## config.mk

```make
export PLATFORM = sky130hd
export DESIGN_NAME = sum_checked_frame_parser_flat
export DESIGN_NICKNAME = d
export VERILOG_FILES = /design/src/design/scfp_pkg.sv /design/src/design/scfp_channels.sv /design/src/design/sum_checked_frame_parser.sv /design/src/flat_wrapper.sv
export VERILOG_INCLUDE_DIRS = /design/src /design/src/design
export SDC_FILE = /design/constraint.sdc
export NUM_CORES = 1
export LEC_CHECK = 0
export BUFFER_PORTS_ARGS = -buffer_cell sky130_fd_sc_hd__buf_2
export CORE_UTILIZATION = 40
export CTS_CLUSTER_SIZE = 10
export DETAILED_ROUTE_END_ITERATION = 10
export HOLD_SLACK_MARGIN = 0.12
export SLEW_MARGIN = 15
export SYNTH_ARGS = -nofsm -noshare
export SYNTH_HDL_FRONTEND = slang
export SYNTH_SLANG_ARGS = --single-unit
```

## constraint.sdc

```tcl
create_clock -name clock -period 4.2 [get_ports clock]
set_input_delay 0.84 -clock clock [delete_from_list [all_inputs] [get_ports clock]]
set_output_delay 0.84 -clock clock [all_outputs]
set_load 0.02 [all_outputs]
```

## src/design/sum_checked_frame_parser_macros.svh

```systemverilog
// ----------------------------------------------------------------------------
// Frame parser assertion macros
// Shared property wrappers, clocked on clock and disabled in reset.
// ----------------------------------------------------------------------------
`ifndef SUM_CHECKED_FRAME_PARSER_MACROS_SVH
`define SUM_CHECKED_FRAME_PARSER_MACROS_SVH

// Same-cycle implication
`define SCFP_ASSERT_IMPLY(label, ante, cons, msg) \
   label: assert property (@(posedge clock) disable iff (reset) (ante) |-> (cons)) \
      else $error(msg);

// Next-cycle implication
`define SCFP_ASSERT_NEXT(label, ante, cons, msg) \
   label: assert property (@(posedge clock) disable iff (reset) (ante) |=> (cons)) \
      else $error(msg);

`endif

```

## src/design/scfp_pkg.sv

```systemverilog
// ----------------------------------------------------------------------------
// Frame parser package
// Parser phases, framing constants, register indexes and result type.
// ----------------------------------------------------------------------------
package scfp_pkg;

   // Parser phase
   typedef enum logic [2:0] {
      PH_IDLE    = 3'd0,
      PH_SYNC1   = 3'd1,
      PH_SYNC2   = 3'd2,
      PH_TYPE    = 3'd3,
      PH_PAYLOAD = 3'd4,
      PH_CHECK   = 3'd5
   } phase_type;

   // Framing bytes
   localparam logic [7:0] SYNC_BYTE_0 = 8'hFF;
   localparam logic [7:0] SYNC_BYTE_1 = 8'hFB;
   localparam logic [7:0] TYPE_LIMIT  = 8'hF1;

   // Configuration register indexes
   typedef enum logic [1:0] {
      REG_EXPECTED_TYPE = 2'd0,
      REG_MIN_LENGTH    = 2'd1,
      REG_MAX_LENGTH    = 2'd2,
      REG_TIMEOUT_LIMIT = 2'd3
   } reg_index_type;

   localparam int unsigned CSR_INDEX_W = 2;
   localparam int unsigned CSR_DATA_W  = 16;

   // Register reset values
   localparam logic [7:0]  EXPECTED_TYPE_RST = 8'd26;
   localparam logic [7:0]  MIN_LENGTH_RST    = 8'd50;
   localparam logic [7:0]  MAX_LENGTH_RST    = 8'd150;
   localparam logic [15:0] TIMEOUT_LIMIT_RST = 16'd1000;

   // Result kind and verdict codes
   localparam logic      KIND_PAYLOAD = 1'b0;
   localparam logic      KIND_END     = 1'b1;
   localparam logic [1:0] STATUS_OK       = 2'd0;
   localparam logic [1:0] STATUS_SUM_ERR  = 2'd1;
   localparam logic [1:0] STATUS_TYPE_ERR = 2'd2;

   // One result item
   typedef struct packed {
      logic       kind;
      logic [7:0] data_byte;
      logic [7:0] byte_index;
      logic [7:0] frame_type;
      logic [1:0] status;
   } result_type;

endpackage

```

## src/design/scfp_channels.sv

```systemverilog
// ----------------------------------------------------------------------------
// Frame parser channels
// Valid/ready interfaces for received bytes and parser results.
// ----------------------------------------------------------------------------

// Received byte channel
interface scfp_req_if;
   logic       valid;
   logic       ready;
   logic [7:0] rx_byte;

   modport source (output valid, output rx_byte, input ready);
   modport sink   (input valid, input rx_byte, output ready);
endinterface

// Result channel
interface scfp_rsp_if;
   logic       valid;
   logic       ready;
   logic       kind;
   logic [7:0] data_byte;
   logic [7:0] byte_index;
   logic [7:0] frame_type;
   logic [1:0] status;

   modport source (output valid, output kind, output data_byte, output byte_index,
                   output frame_type, output status, input ready);
   modport sink   (input valid, input kind, input data_byte, input byte_index,
                   input frame_type, input status, output ready);
endinterface

```

## src/design/sum_checked_frame_parser.sv

```systemverilog
// ----------------------------------------------------------------------------
// sum_checked_frame_parser: result registered from each taken request, 1 request per cycle
// while the result register is empty or being drained; the receiver frees the result register.
// Synchronous active-high reset: idle phase, empty result, registers at defaults.
// ----------------------------------------------------------------------------
`include "sum_checked_frame_parser_macros.svh"

module sum_checked_frame_parser (
   input  logic                              clock,
   input  logic                              reset,
   scfp_req_if.sink                          req_bus,
   scfp_rsp_if.source                        rsp_bus,
   input  logic                              csr_we,
   input  logic [scfp_pkg::CSR_INDEX_W-1:0]  csr_index,
   input  logic [scfp_pkg::CSR_DATA_W-1:0]   csr_wdata
);
   import scfp_pkg::*;

   // Configuration registers
   logic [7:0]  expected_type_ff;
   logic [7:0]  min_length_ff;
   logic [7:0]  max_length_ff;
   logic [15:0] timeout_limit_ff;

   // Parser state
   phase_type   phase_ff, phase_in;
   logic [7:0]  bytes_left_ff, bytes_left_in;
   logic [7:0]  payload_count_ff, payload_count_in;
   logic [7:0]  running_sum_ff, running_sum_in;
   logic [7:0]  held_type_ff, held_type_in;
   logic [16:0] stall_count_ff, stall_count_in;

   // Result register
   logic        rsp_valid_ff, rsp_valid_in;
   result_type  rsp_data_ff;

   // Step signals
   logic        req_fire;
   logic        res_valid;
   result_type  res_data;
   logic [7:0]  rx;
   logic [16:0] stall_inc;
   logic        timed_out;
   phase_type   cur_phase;
   logic [7:0]  bytes_dec;

   // Accept while the result register is empty or being drained
   assign req_bus.ready = ~rsp_valid_ff | rsp_bus.ready;
   assign req_fire      = req_bus.valid & req_bus.ready;
   assign rx            = req_bus.rx_byte;

   // Configuration writes
   always_ff @(posedge clock) begin
      if (reset) begin
         expected_type_ff <= EXPECTED_TYPE_RST;
         min_length_ff    <= MIN_LENGTH_RST;
         max_length_ff    <= MAX_LENGTH_RST;
         timeout_limit_ff <= TIMEOUT_LIMIT_RST;
      end else if (csr_we) begin
         unique case (reg_index_type'(csr_index))
            REG_EXPECTED_TYPE: expected_type_ff <= csr_wdata[7:0];
            REG_MIN_LENGTH:    min_length_ff    <= csr_wdata[7:0];
            REG_MAX_LENGTH:    max_length_ff    <= csr_wdata[7:0];
            REG_TIMEOUT_LIMIT: timeout_limit_ff <= csr_wdata[15:0];
            default: ;
         endcase
      end
   end

   // Apply the stall timeout before handling the byte
   assign stall_inc = stall_count_ff + 17'd1;
   assign timed_out = stall_inc > {1'b0, timeout_limit_ff};
   assign cur_phase = timed_out ? PH_IDLE : phase_ff;
   assign bytes_dec = bytes_left_ff - 8'd1;

   // Parse step
   always_comb begin
      phase_in         = cur_phase;
      bytes_left_in    = bytes_left_ff;
      payload_count_in = payload_count_ff;
      running_sum_in   = running_sum_ff;
      held_type_in     = held_type_ff;
      stall_count_in   = timed_out ? 17'd0 : stall_inc;
      res_valid        = 1'b0;
      res_data         = '{kind: KIND_PAYLOAD, data_byte: rx, byte_index: payload_count_ff,
                           frame_type: held_type_ff, status: STATUS_OK};

      priority if (cur_phase == PH_IDLE && rx == SYNC_BYTE_0) begin
         phase_in       = PH_SYNC1;
         running_sum_in = SYNC_BYTE_0;
         stall_count_in = '0;
      end else if (cur_phase == PH_SYNC1 && rx == SYNC_BYTE_1) begin
         phase_in       = PH_SYNC2;
         running_sum_in = running_sum_ff + rx;
         stall_count_in = '0;
      end else if (cur_phase == PH_SYNC1 && rx == SYNC_BYTE_0) begin
         running_sum_in = SYNC_BYTE_0;
         stall_count_in = '0;
      end else if (cur_phase == PH_SYNC2 && rx != 8'd0 && rx < TYPE_LIMIT) begin
         phase_in       = PH_TYPE;
         held_type_in   = rx;
         running_sum_in = running_sum_ff + rx;
         stall_count_in = '0;
      end else if (cur_phase == PH_TYPE) begin
         stall_count_in = '0;
         if (rx < min_length_ff || rx > max_length_ff) begin
            phase_in = PH_IDLE;
         end else begin
            phase_in         = PH_PAYLOAD;
            bytes_left_in    = rx;
            payload_count_in = '0;
            running_sum_in   = running_sum_ff + rx;
         end
      end else if (cur_phase == PH_PAYLOAD && bytes_left_ff != 8'd0) begin
         res_valid        = 1'b1;
         bytes_left_in    = bytes_dec;
         payload_count_in = payload_count_ff + 8'd1;
         running_sum_in   = running_sum_ff + rx;
         if (bytes_dec == 8'd0) begin
            phase_in       = PH_CHECK;
            stall_count_in = '0;
         end
      end else if (cur_phase == PH_CHECK) begin
         res_valid           = 1'b1;
         res_data.kind       = KIND_END;
         res_data.byte_index = '0;
         if (running_sum_ff != rx) begin
            res_data.status = STATUS_SUM_ERR;
         end else if (held_type_ff != expected_type_ff) begin
            res_data.status = STATUS_TYPE_ERR;
         end else begin
            res_data.status = STATUS_OK;
         end
         phase_in       = PH_IDLE;
         stall_count_in = '0;
      end else begin
         // Stray byte: re-arm on a sync byte, else drop to idle
         if (rx == SYNC_BYTE_0) begin
            phase_in       = PH_SYNC1;
            running_sum_in = SYNC_BYTE_0;
         end else begin
            phase_in = PH_IDLE;
         end
      end
   end

   // Advance parser state on each accepted request
   always_ff @(posedge clock) begin
      if (reset) begin
         phase_ff         <= PH_IDLE;
         bytes_left_ff    <= '0;
         payload_count_ff <= '0;
         running_sum_ff   <= '0;
         held_type_ff     <= '0;
         stall_count_ff   <= '0;
      end else if (req_fire) begin
         phase_ff         <= phase_in;
         bytes_left_ff    <= bytes_left_in;
         payload_count_ff <= payload_count_in;
         running_sum_ff   <= running_sum_in;
         held_type_ff     <= held_type_in;
         stall_count_ff   <= stall_count_in;
      end
   end

   // Result register: load on accept, hold while stalled
   assign rsp_valid_in = req_bus.ready ? (req_fire & res_valid) : rsp_valid_ff;

   always_ff @(posedge clock) begin
      if (reset) begin
         rsp_valid_ff <= 1'b0;
      end else begin
         rsp_valid_ff <= rsp_valid_in;
      end
   end

   always_ff @(posedge clock) begin
      if (req_fire && res_valid) begin
         rsp_data_ff <= res_data;
      end
   end

   // Drive the result channel
   assign rsp_bus.valid      = rsp_valid_ff;
   assign rsp_bus.kind       = rsp_data_ff.kind;
   assign rsp_bus.data_byte  = rsp_data_ff.data_byte;
   assign rsp_bus.byte_index = rsp_data_ff.byte_index;
   assign rsp_bus.frame_type = rsp_data_ff.frame_type;
   assign rsp_bus.status     = rsp_data_ff.status;

   // Checks
   `SCFP_ASSERT_IMPLY(a_rsp_from_req, $rose(rsp_valid_ff), $past(req_fire), "result without request")
   `SCFP_ASSERT_IMPLY(a_payload_status, rsp_valid_ff && rsp_data_ff.kind == KIND_PAYLOAD,
                      rsp_data_ff.status == STATUS_OK, "payload result with verdict")
   `SCFP_ASSERT_IMPLY(a_end_index, rsp_valid_ff && rsp_data_ff.kind == KIND_END,
                      rsp_data_ff.byte_index == 8'd0, "end result with index")
   `SCFP_ASSERT_NEXT(a_idle_stray, req_fire && phase_ff == PH_IDLE && rx != SYNC_BYTE_0,
                     phase_ff == PH_IDLE, "stray byte left idle")

endmodule

```

## src/flat_wrapper.sv

```systemverilog
// flat-port wrapper written by rule: the top's interface ports become plain ports
module sum_checked_frame_parser_flat import scfp_pkg::*;
  (clock, reset, csr_we, csr_index, csr_wdata, req_bus_valid, req_bus_rx_byte, req_bus_ready, rsp_bus_valid, rsp_bus_kind, rsp_bus_data_byte, rsp_bus_byte_index, rsp_bus_frame_type, rsp_bus_status, rsp_bus_ready);
  scfp_req_if req_bus_i ();
  scfp_rsp_if rsp_bus_i ();
  input  logic clock;
  input  logic reset;
  input  logic csr_we;
  input  logic [scfp_pkg::CSR_INDEX_W-1:0] csr_index;
  input  logic [scfp_pkg::CSR_DATA_W-1:0] csr_wdata;
  input wire logic [$bits(req_bus_i.valid)-1:0] req_bus_valid;
  input wire logic [$bits(req_bus_i.rx_byte)-1:0] req_bus_rx_byte;
  output wire logic [$bits(req_bus_i.ready)-1:0] req_bus_ready;
  output wire logic [$bits(rsp_bus_i.valid)-1:0] rsp_bus_valid;
  output wire logic [$bits(rsp_bus_i.kind)-1:0] rsp_bus_kind;
  output wire logic [$bits(rsp_bus_i.data_byte)-1:0] rsp_bus_data_byte;
  output wire logic [$bits(rsp_bus_i.byte_index)-1:0] rsp_bus_byte_index;
  output wire logic [$bits(rsp_bus_i.frame_type)-1:0] rsp_bus_frame_type;
  output wire logic [$bits(rsp_bus_i.status)-1:0] rsp_bus_status;
  input wire logic [$bits(rsp_bus_i.ready)-1:0] rsp_bus_ready;
  assign req_bus_i.valid = req_bus_valid;
  assign req_bus_i.rx_byte = req_bus_rx_byte;
  assign req_bus_ready = req_bus_i.ready;
  assign rsp_bus_valid = rsp_bus_i.valid;
  assign rsp_bus_kind = rsp_bus_i.kind;
  assign rsp_bus_data_byte = rsp_bus_i.data_byte;
  assign rsp_bus_byte_index = rsp_bus_i.byte_index;
  assign rsp_bus_frame_type = rsp_bus_i.frame_type;
  assign rsp_bus_status = rsp_bus_i.status;
  assign rsp_bus_i.ready = rsp_bus_ready;
  sum_checked_frame_parser u_core (.clock(clock), .reset(reset), .req_bus(req_bus_i), .rsp_bus(rsp_bus_i), .csr_we(csr_we), .csr_index(csr_index), .csr_wdata(csr_wdata));
endmodule
```

==> metrics.txt, run 1 <==
# TYPE chip_impl_metric gauge
chip_impl_info{name="most_frequent_cells_in_the_layout",value="sky130_fd_sc_hd__dfxtp_1 (93), sky130_fd_sc_hd__nand2_1 (86), sky130_fd_sc_hd__buf_2 (59), sky130_fd_sc_hd__nor2_1 (52), sky130_fd_sc_hd__inv_1 (50)"} 1
chip_impl_metric{name="slew_violations",unit=""} 0
chip_impl_metric{name="place.gp.congestion",unit=""} 0.939
chip_impl_metric{name="h_tree_levels",unit=""} 4
chip_impl_info{name="r2r-end",value="u_core.payload_count_ff[6]"} 1
chip_impl_info{name="crit_start",value="u_core.stall_count_ff[0]"} 1
chip_impl_metric{name="wire_length_of_the_first_global_routing_pass",unit="um"} 26300
chip_impl_metric{name="synth-edff-count",unit=""} 27
chip_impl_metric{name="overflow",unit=""} 0
chip_impl_metric{name="ioPinCount",unit=""} 60
chip_impl_metric{name="post-route-worst-setup-slack",unit="ns"} 0.205
chip_impl_metric{name="setup.reg_to_reg.worst_slack",unit="ns"} 0.20
chip_impl_metric{name="nNetsFinal",unit=""} 850
chip_impl_metric{name="number_of_antenna_violations_at_the_first_check_in_global_routing",unit=""} 0
chip_impl_metric{name="max-clock-path-buffers",unit=""} 2
chip_impl_metric{name="largest_register_ff_count",unit=""} 17
chip_impl_metric{name="route.vias.total",unit=""} 5484
chip_impl_metric{name="crit_arrival",unit="ns"} 4.31
chip_impl_metric{name="numPortBuffers",unit=""} 59
chip_impl_metric{name="vdd_ir_drop_max",unit="mV"} 0.272
chip_impl_metric{name="numClockSinks",unit=""} 120
chip_impl_metric{name="power_switching_share",unit=""} 0.232
chip_impl_metric{name="mappedNetlistNets",unit=""} 786
chip_impl_metric{name="p_leak",unit="nW"} 3.01
chip_impl_info{name="top_register",value="u_core.stall_count_ff"} 1
chip_impl_metric{name="tns",unit="ns"} 0
chip_impl_metric{name="largest_net_degree_at_the_start_of_global_routing",unit=""} 57
chip_impl_metric{name="route.final.wire_length",unit="um"} 16000
chip_impl_metric{name="std_cell_rows",unit=""} 45
chip_impl_metric{name="place_ws",unit="ns"} 0.0975
chip_impl_metric{name="m1WireLength",unit="um"} 7350
chip_impl_metric{name="setup_violations",unit=""} 0
chip_impl_metric{name="p_comb_frac",unit=""} 0.063
chip_impl_info{name="regToRegStartpoint",value="u_core.stall_count_ff[0]"} 1
chip_impl_metric{name="areaGrowthSynthToFinish",unit="%"} 18.0
chip_impl_info{name="worst_setup_path_end_kind",value="register"} 1
chip_impl_metric{name="r2r_cells",unit=""} 13
chip_impl_metric{name="power-per-cell-area",unit="nW/um2"} 375
chip_impl_info{name="status",value="completed"} 1
chip_impl_metric{name="remaining_drcs",unit=""} 0
chip_impl_metric{name="async_reset_ff_frac",unit=""} 0
chip_impl_metric{name="die_h",unit="um"} 128
chip_impl_metric{name="p_seq_frac",unit=""} 0.427
chip_impl_metric{name="timing.final.hold_violations",unit=""} 0
chip_impl_info{name="worst_setup_path_endpoint",value="u_core.payload_count_ff[6]"} 1
chip_impl_metric{name="via_per_inst",unit=""} 5.49
chip_impl_metric{name="die_width",unit="um"} 128
chip_impl_info{name="min-delay-path-class",value="register to register"} 1
chip_impl_metric{name="antenna_cells",unit=""} 0
chip_impl_metric{name="synth_simple_gate_area_frac",unit=""} 0.201
chip_impl_metric{name="timing.critical_path.fanout_max",unit=""} 11
chip_impl_metric{name="core-area",unit="um2"} 15400
chip_impl_metric{name="start_util",unit=""} 0.415
chip_impl_metric{name="yosysSeqAreaShare",unit=""} 0.419
chip_impl_metric{name="final.setup_skew",unit="ns"} 0.0106
chip_impl_metric{name="drt_iter0_markers",unit=""} 403
chip_impl_info{name="biggestRegsByFlops",value="u_core.stall_count_ff (17), u_core.timeout_limit_ff (16)"} 1
chip_impl_metric{name="synthesis.yosys.warnings",unit=""} 0
chip_impl_metric{name="post-route-period-util",unit=""} 0.951
chip_impl_metric{name="mean_instance_size_in_the_synthesized_netlist",unit="um2"} 8.97
chip_impl_metric{name="power.internal",unit="W"} 0.00216
chip_impl_info{name="critical_path_class",value="register to register"} 1
chip_impl_metric{name="cp_data_required_time",unit="ns"} 4.51
chip_impl_metric{name="stdcell_area",unit="um2"} 7520
chip_impl_info{name="critical_path.startpoint_type",value="register"} 1
chip_impl_metric{name="worst_skew_pair.late_latency",unit="ns"} 0.43
chip_impl_metric{name="synth_area",unit="um2"} 6380
chip_impl_metric{name="design.die.area",unit="um2"} 16500
chip_impl_metric{name="cells_after_synth",unit=""} 711
chip_impl_info{name="cts_tree",value="built"} 1
chip_impl_metric{name="synth_compound_gate_area_share",unit=""} 0.159
chip_impl_metric{name="postRouteAntennaNets",unit=""} 0
chip_impl_metric{name="post-cts-setup-buffers",unit=""} 0
chip_impl_metric{name="post_synth_xor_area_fraction",unit=""} 0.0467
chip_impl_metric{name="slew_headroom",unit=""} 0.482
chip_impl_metric{name="cap_violations",unit=""} 0
chip_impl_metric{name="fin_total_pwr",unit="W"} 0.00282
chip_impl_metric{name="met2WireLength",unit="um"} 7780
chip_impl_metric{name="post_dp_cell_area",unit="um2"} 6940
chip_impl_metric{name="via_count_of_the_first_global_routing_pass",unit=""} 5255
chip_impl_metric{name="clock_pin_slew_on_the_worst_setup_and_hold_paths",unit="ns"} 0.06
chip_impl_metric{name="power_switching",unit="W"} 0.000655
chip_impl_info{name="clock_tree_root_driver_cell",value="sky130_fd_sc_hd__clkbuf_16"} 1
chip_impl_metric{name="post_synth_num_cell_types",unit=""} 63
chip_impl_metric{name="synthMuxAreaShare",unit=""} 0.0379
chip_impl_metric{name="final.min_clock_period",unit="ns"} 4.00
chip_impl_metric{name="detail_route.first_pass.iterations",unit=""} 4
chip_impl_metric{name="achievable-frequency",unit="MHz"} 250
chip_impl_info{name="grt_setup_unrepaired",value="false"} 1
chip_impl_info{name="synth_top_flop_cell",value="sky130_fd_sc_hd__dfxtp_1"} 1
chip_impl_metric{name="cts-buffers-inserted",unit=""} 17
chip_impl_metric{name="grt.total_usage",unit=""} 0.207
chip_impl_metric{name="pwr-share-clk",unit=""} 0.511
chip_impl_metric{name="utilization",unit=""} 0.489
chip_impl_info{name="synth_top_family_by_area",value="simple AND/OR/NAND/NOR gates"} 1
chip_impl_metric{name="met3RoutedLength",unit="um"} 563
chip_impl_info{name="topRoutingLayerUsed",value="met4"} 1
chip_impl_info{name="most_frequent_standard_cell_in_the_layout_excluding_fill_and_tap_cells",value="sky130_fd_sc_hd__dfxtp_1"} 1
chip_impl_metric{name="avgRoutedWirePerCell",unit="um"} 16.0
chip_impl_metric{name="worst_slew_pin_slew",unit="ns"} 0.775
chip_impl_metric{name="place.detailed.hpwl",unit="um"} 11300
chip_impl_metric{name="final_layout_size_suffix_gt1_frac",unit=""} 0.148
chip_impl_metric{name="post_synth_fa_ha_maj_area_fraction",unit=""} 0.0875
chip_impl_metric{name="ys_ff_latch",unit=""} 120
-- power by group through the flow --
stage / Clock, W / Sequential, W / Combinational [W]
2_1_floorplan: 0 / 0.00122 / 0.000109
3_3_place_gp: 0 / 0.00123 / 0.000170
3_5_place_dp: 0 / 0.00123 / 0.000176
4_1_cts: 0.00146 / 0.00120 / 0.000177
5_1_grt: 0.00152 / 0.00120 / 0.000199
6_report: 0.00144 / 0.00120 / 0.000177
-- Yosys cell counts, types with 3 or more instances --
cell	n	share of area
sky130_fd_sc_hd__a211o_1	5	0.0069
sky130_fd_sc_hd__a211oi_1	6	0.0071
sky130_fd_sc_hd__a21oi_1	40	0.031
sky130_fd_sc_hd__a221oi_1	5	0.0069
sky130_fd_sc_hd__a22oi_1	13	0.015
sky130_fd_sc_hd__a31o_2	4	0.0055
sky130_fd_sc_hd__a31oi_1	5	0.0049
sky130_fd_sc_hd__a41oi_1	3	0.0041
sky130_fd_sc_hd__and2_1	4	0.0039
sky130_fd_sc_hd__and3_1	8	0.0078
sky130_fd_sc_hd__buf_1	5	0.0029
sky130_fd_sc_hd__buf_2	3	0.0024
sky130_fd_sc_hd__clkbuf_1	21	0.012
sky130_fd_sc_hd__dfxtp_1	93	0.29
sky130_fd_sc_hd__edfxtp_1	27	0.13
sky130_fd_sc_hd__ha_1	43	0.084
sky130_fd_sc_hd__inv_1	50	0.029
sky130_fd_sc_hd__mux2i_1	23	0.036
sky130_fd_sc_hd__nand2_1	86	0.051
sky130_fd_sc_hd__nand2b_1	4	0.0039
sky130_fd_sc_hd__nand3_1	22	0.017
sky130_fd_sc_hd__nand4_1	20	0.020
sky130_fd_sc_hd__nor2_1	52	0.031
sky130_fd_sc_hd__nor2b_1	15	0.015
sky130_fd_sc_hd__nor3_1	10	0.0078
sky130_fd_sc_hd__nor3b_1	5	0.0059
sky130_fd_sc_hd__nor4_1	10	0.0098
sky130_fd_sc_hd__o211ai_1	16	0.019
sky130_fd_sc_hd__o21a_1	5	0.0059
sky130_fd_sc_hd__o21ai_0	27	0.021
sky130_fd_sc_hd__o32ai_1	4	0.0055
sky130_fd_sc_hd__or3_1	5	0.0049
sky130_fd_sc_hd__xnor2_1	25	0.034
sky130_fd_sc_hd__xor2_1	9	0.012
-- routing by layer --
metal	track usage	vias up
li1	-	2696
met4	0.0886	0
met5	0	-
met3	0.0355	23
met2	0.344	108
met1	0.264	2657
-- worst max-delay path, cell delays in order (launching register included) --
cell and delay, ns:
sky130_fd_sc_hd__dfxtp_1 0.42, sky130_fd_sc_hd__ha_1 0.31, sky130_fd_sc_hd__nand4_2 0.18, sky130_fd_sc_hd__nor2_1 0.26
sky130_fd_sc_hd__nand2_1 0.11, sky130_fd_sc_hd__xnor2_1 0.22, sky130_fd_sc_hd__ha_1 0.30, sky130_fd_sc_hd__a2111oi_0 0.49
sky130_fd_sc_hd__o311ai_1 0.27, sky130_fd_sc_hd__o21ai_1 0.24, sky130_fd_sc_hd__buf_4 0.21, sky130_fd_sc_hd__nand2_1 0.28
sky130_fd_sc_hd__a211o_1 0.36, sky130_fd_sc_hd__a31o_2 0.24
-- metrics by stage --
step / std cells / hold WS (ns)
after global routing: 999 / 0.476
final: 999 / 0.456
after global placement: 967 / 0.442
after CTS: 999 / 0.455
after floorplan: 711 / 0.428
after detailed placement: 967 / 0.448
-- cell type report --
type,instances,area (um2)
clock inverters,9,118
inverters,50,188
well taps,211,264
fillers,1453,7850
flip-flops and latches,120,2670
multi-input cells,511,3400
clock buffers,23,468
repair buffers,75,415
-- timing repair --
| item | 4_1_cts | 5_1_grt |
|---|---|---|
| resized for setup | 0 | 2 |
| endpoints found under the setup margin | 0 | 12 |
| hold buffers | 0 | 0 |
-- worst min path at each step --
stage,start,end,slack [ns],cells past startpoint
floorplan,u_core.running_sum_ff[5],u_core.running_sum_ff[5],0.43,2
global placement,u_core.running_sum_ff[5],u_core.running_sum_ff[5],0.44,2
detailed placement,u_core.running_sum_ff[5],u_core.running_sum_ff[5],0.45,2
CTS,u_core.running_sum_ff[5],u_core.running_sum_ff[5],0.45,2
global route,u_core.timeout_limit_ff[1],u_core.timeout_limit_ff[1],0.48,2
finish,u_core.running_sum_ff[5],u_core.running_sum_ff[5],0.46,2
-- cells by family after synthesis --
family	Yosys count
AO/OA/AOI/OAI	151
XOR/XNOR	34
adder cells (fa/ha/maj)	44
buffers and inverters	80
flip-flops	120
multiplexers	24
AND/OR/NAND/NOR	258
Power figures use the tool's default switching activity.
==> inputs of run 2 (changes only) <==
--- a/config.mk
+++ b/config.mk
@@ -8,6 +8,7 @@
 export LEC_CHECK = 0
 export BUFFER_PORTS_ARGS = -buffer_cell sky130_fd_sc_hd__buf_2
 export CORE_UTILIZATION = 40
+export CTS_BUF_LIST = sky130_fd_sc_hd__clkbuf_16
 export CTS_CLUSTER_SIZE = 10
 export DETAILED_ROUTE_END_ITERATION = 10
 export HOLD_SLACK_MARGIN = 0.12
==> metrics.txt, run 2 (same netlist as run 1, synthesis figures left out) <==
# TYPE chip_impl_metric gauge
chip_impl_metric{name="areaGrowthSynthToFinish",unit="%"} 17.7
chip_impl_metric{name="die_width",unit="um"} 128
chip_impl_info{name="topRoutingLayerUsed",value="met4"} 1
chip_impl_metric{name="met3RoutedLength",unit="um"} 620
chip_impl_info{name="worst_path_max_delay_cell",value="sky130_fd_sc_hd__a2111oi_0"} 1
chip_impl_metric{name="overflow",unit=""} 0
chip_impl_metric{name="worst_slew_pin_slew",unit="ns"} 0.781
chip_impl_info{name="critical_path_class",value="register to register"} 1
chip_impl_metric{name="timing.final.hold_violations",unit=""} 0
chip_impl_metric{name="numPortBuffers",unit=""} 59
chip_impl_metric{name="post-cts-setup-buffers",unit=""} 0
chip_impl_metric{name="nNetsFinal",unit=""} 850
chip_impl_metric{name="largest_net_degree_at_the_start_of_global_routing",unit=""} 57
chip_impl_metric{name="power-per-cell-area",unit="nW/um2"} 369
chip_impl_metric{name="met2WireLength",unit="um"} 7820
chip_impl_metric{name="start_util",unit=""} 0.415
chip_impl_metric{name="tns",unit="ns"} 0
chip_impl_info{name="top_register",value="u_core.stall_count_ff"} 1
chip_impl_metric{name="design.die.area",unit="um2"} 16500
chip_impl_info{name="crit_start",value="u_core.stall_count_ff[0]"} 1
chip_impl_metric{name="achievable-frequency",unit="MHz"} 250
chip_impl_metric{name="m1WireLength",unit="um"} 7300
chip_impl_metric{name="timing.critical_path.fanout_max",unit=""} 11
chip_impl_info{name="worst_setup_path_endpoint",value="u_core.payload_count_ff[6]"} 1
chip_impl_metric{name="slew_headroom",unit=""} 0.477
chip_impl_info{name="cts_tree",value="built"} 1
chip_impl_metric{name="ioPinCount",unit=""} 60
chip_impl_info{name="clock_tree_root_driver_cell",value="sky130_fd_sc_hd__clkbuf_16"} 1
chip_impl_metric{name="place.gp.congestion",unit=""} 0.939
chip_impl_metric{name="final.min_clock_period",unit="ns"} 4.00
chip_impl_metric{name="area_taken_by_multi_input_logic_gates",unit="um2"} 3400
chip_impl_metric{name="grt.total_usage",unit=""} 0.208
chip_impl_metric{name="utilization",unit=""} 0.488
chip_impl_metric{name="place.detailed.hpwl",unit="um"} 11300
chip_impl_metric{name="largest_register_ff_count",unit=""} 17
chip_impl_metric{name="p_leak",unit="nW"} 3.02
chip_impl_metric{name="clock_pin_slew_on_the_worst_setup_and_hold_paths",unit="ns"} 0.06
chip_impl_metric{name="route.vias.total",unit=""} 5459
chip_impl_info{name="most_frequent_cells_in_the_layout",value="sky130_fd_sc_hd__dfxtp_1 (93), sky130_fd_sc_hd__nand2_1 (86), sky130_fd_sc_hd__buf_2 (59), sky130_fd_sc_hd__inv_1 (54), sky130_fd_sc_hd__nor2_1 (52)"} 1
chip_impl_metric{name="slew_violations",unit=""} 0
chip_impl_metric{name="number_of_antenna_violations_at_the_first_check_in_global_routing",unit=""} 0
chip_impl_metric{name="via_per_inst",unit=""} 5.46
chip_impl_metric{name="critical_path.max_stage_delay",unit="ns"} 0.49
chip_impl_metric{name="seqCellArea",unit="um2"} 2670
chip_impl_metric{name="worst_skew_pair.late_latency",unit="ns"} 0.42
chip_impl_info{name="most_frequent_standard_cell_in_the_layout_excluding_fill_and_tap_cells",value="sky130_fd_sc_hd__dfxtp_1"} 1
chip_impl_metric{name="postRouteAntennaNets",unit=""} 0
chip_impl_metric{name="setup_violations",unit=""} 0
chip_impl_metric{name="std_cell_rows",unit=""} 45
chip_impl_metric{name="via_count_of_the_first_global_routing_pass",unit=""} 5265
chip_impl_metric{name="cts-buffers-inserted",unit=""} 17
chip_impl_metric{name="cap_violations",unit=""} 0
chip_impl_info{name="status",value="completed"} 1
chip_impl_metric{name="final.setup_skew",unit="ns"} 0.0101
chip_impl_metric{name="final_layout_size_suffix_gt1_frac",unit=""} 0.146
chip_impl_info{name="r2r-end",value="u_core.payload_count_ff[6]"} 1
chip_impl_metric{name="numClockSinks",unit=""} 120
chip_impl_metric{name="post-route-period-util",unit=""} 0.953
chip_impl_metric{name="die_h",unit="um"} 128
chip_impl_info{name="worst_setup_path_end_kind",value="register"} 1
chip_impl_metric{name="crit_arrival",unit="ns"} 4.31
chip_impl_info{name="worstPathCellList",value="ha_1, nand4_2, nor2_1, nand2_1, xnor2_1, ha_1, a2111oi_0, o311ai_1, o21ai_1, buf_4, nand2_1, a211o_1, a31o_2"} 1
chip_impl_info{name="grt_setup_unrepaired",value="false"} 1
chip_impl_metric{name="antenna_cells",unit=""} 0
chip_impl_metric{name="detail_route.first_pass.iterations",unit=""} 4
chip_impl_metric{name="drt_iter0_markers",unit=""} 430
chip_impl_metric{name="h_tree_levels",unit=""} 4
chip_impl_metric{name="wire_length_of_the_first_global_routing_pass",unit="um"} 26400
chip_impl_info{name="biggestRegsByFlops",value="u_core.stall_count_ff (17), u_core.timeout_limit_ff (16)"} 1
chip_impl_info{name="min-delay-path-class",value="register to register"} 1
chip_impl_info{name="critical_path.startpoint_type",value="register"} 1
chip_impl_metric{name="r2r_cells",unit=""} 13
chip_impl_info{name="regToRegStartpoint",value="u_core.stall_count_ff[0]"} 1
chip_impl_metric{name="vdd_ir_drop_max",unit="mV"} 0.269
chip_impl_metric{name="core-area",unit="um2"} 15400
chip_impl_metric{name="route.final.wire_length",unit="um"} 16000
chip_impl_metric{name="fill_cells",unit=""} 1460
chip_impl_metric{name="cp_data_required_time",unit="ns"} 4.51
chip_impl_metric{name="avgRoutedWirePerCell",unit="um"} 16.0
chip_impl_metric{name="max-clock-path-buffers",unit=""} 2
chip_impl_metric{name="setup.reg_to_reg.worst_slack",unit="ns"} 0.20
chip_impl_metric{name="remaining_drcs",unit=""} 0
-- run 2: cell types whose count changed in the layout (fill, tap and decap cells not counted) --
cell | previous run | this run
sky130_fd_sc_hd__clkinv_1 | 0 | 2
sky130_fd_sc_hd__clkbuf_1 | 4 | 0
sky130_fd_sc_hd__inv_1 | 50 | 54
sky130_fd_sc_hd__clkbuf_8 | 2 | 0
-- run 2: routing by layer --
layer / track usage / up-vias
li1: - / 2695
met1: 0.264 / 2624
met2: 0.347 / 118
met3: 0.0355 / 22
met4: 0.0879 / 0
met5: 0 / -
-- run 2: area by class of cell --
type,instances,share of cell area
repair buffers,75,0.0554
multi-input cells,511,0.453
well taps,211,0.0352
inverters,50,0.0250
flip-flops and latches,120,0.356
clock buffers,17,0.0567
clock inverters,15,0.0187
-- run 2: worst max-delay path, delay by kind of cell (launching register included) --
kind,cells,cell delay [ns]
AOI/OAI and AO/OA,5,1.60
xor gates and xnor gates,1,0.22
adders and majority gates,2,0.61
buffers and inverters,1,0.21
DFF,1,0.42
and+or+nand+nor,4,0.83
-- run 2: worst min path at each step --
stage                                          start                         end  slack (ns)  cells past startpoint
after floorplan             u_core.running_sum_ff[5]    u_core.running_sum_ff[5]        0.43                      2
after global placement      u_core.running_sum_ff[5]    u_core.running_sum_ff[5]        0.44                      2
after detailed placement    u_core.running_sum_ff[5]    u_core.running_sum_ff[5]        0.45                      2
after CTS                   u_core.running_sum_ff[5]    u_core.running_sum_ff[5]        0.45                      2
after global routing      u_core.timeout_limit_ff[1]  u_core.timeout_limit_ff[1]        0.48                      2
final                       u_core.running_sum_ff[5]    u_core.running_sum_ff[5]        0.46                      2
-- run 2: what timing repair did --
item,in CTS,in global routing
endpoints found under the hold margin,0,0
resized for setup,0,2
hold buffers,0,0
endpoints found under the setup margin,0,11
-- run 2: where the power goes --
part           switching, W  total (W)  internal, W
sequential       0.00000962    0.00120      0.00119
clock              0.000528    0.00139     0.000861
combinational      0.000114   0.000177    0.0000630
-- run 2: metrics by stage --
step	setup slack (ns)	hold WS [ns]	cells	instance area (um2)	total power (W)
after floorplan	0.270	0.428	711	6380	0.00133
after global placement	0.288	0.442	967	6940	0.00140
after detailed placement	0.0975	0.448	967	6940	0.00140
after CTS	0.0929	0.455	999	7500	0.00280
after global routing	0.0796	0.476	999	7500	0.00287
final	0.199	0.456	999	7500	0.00277
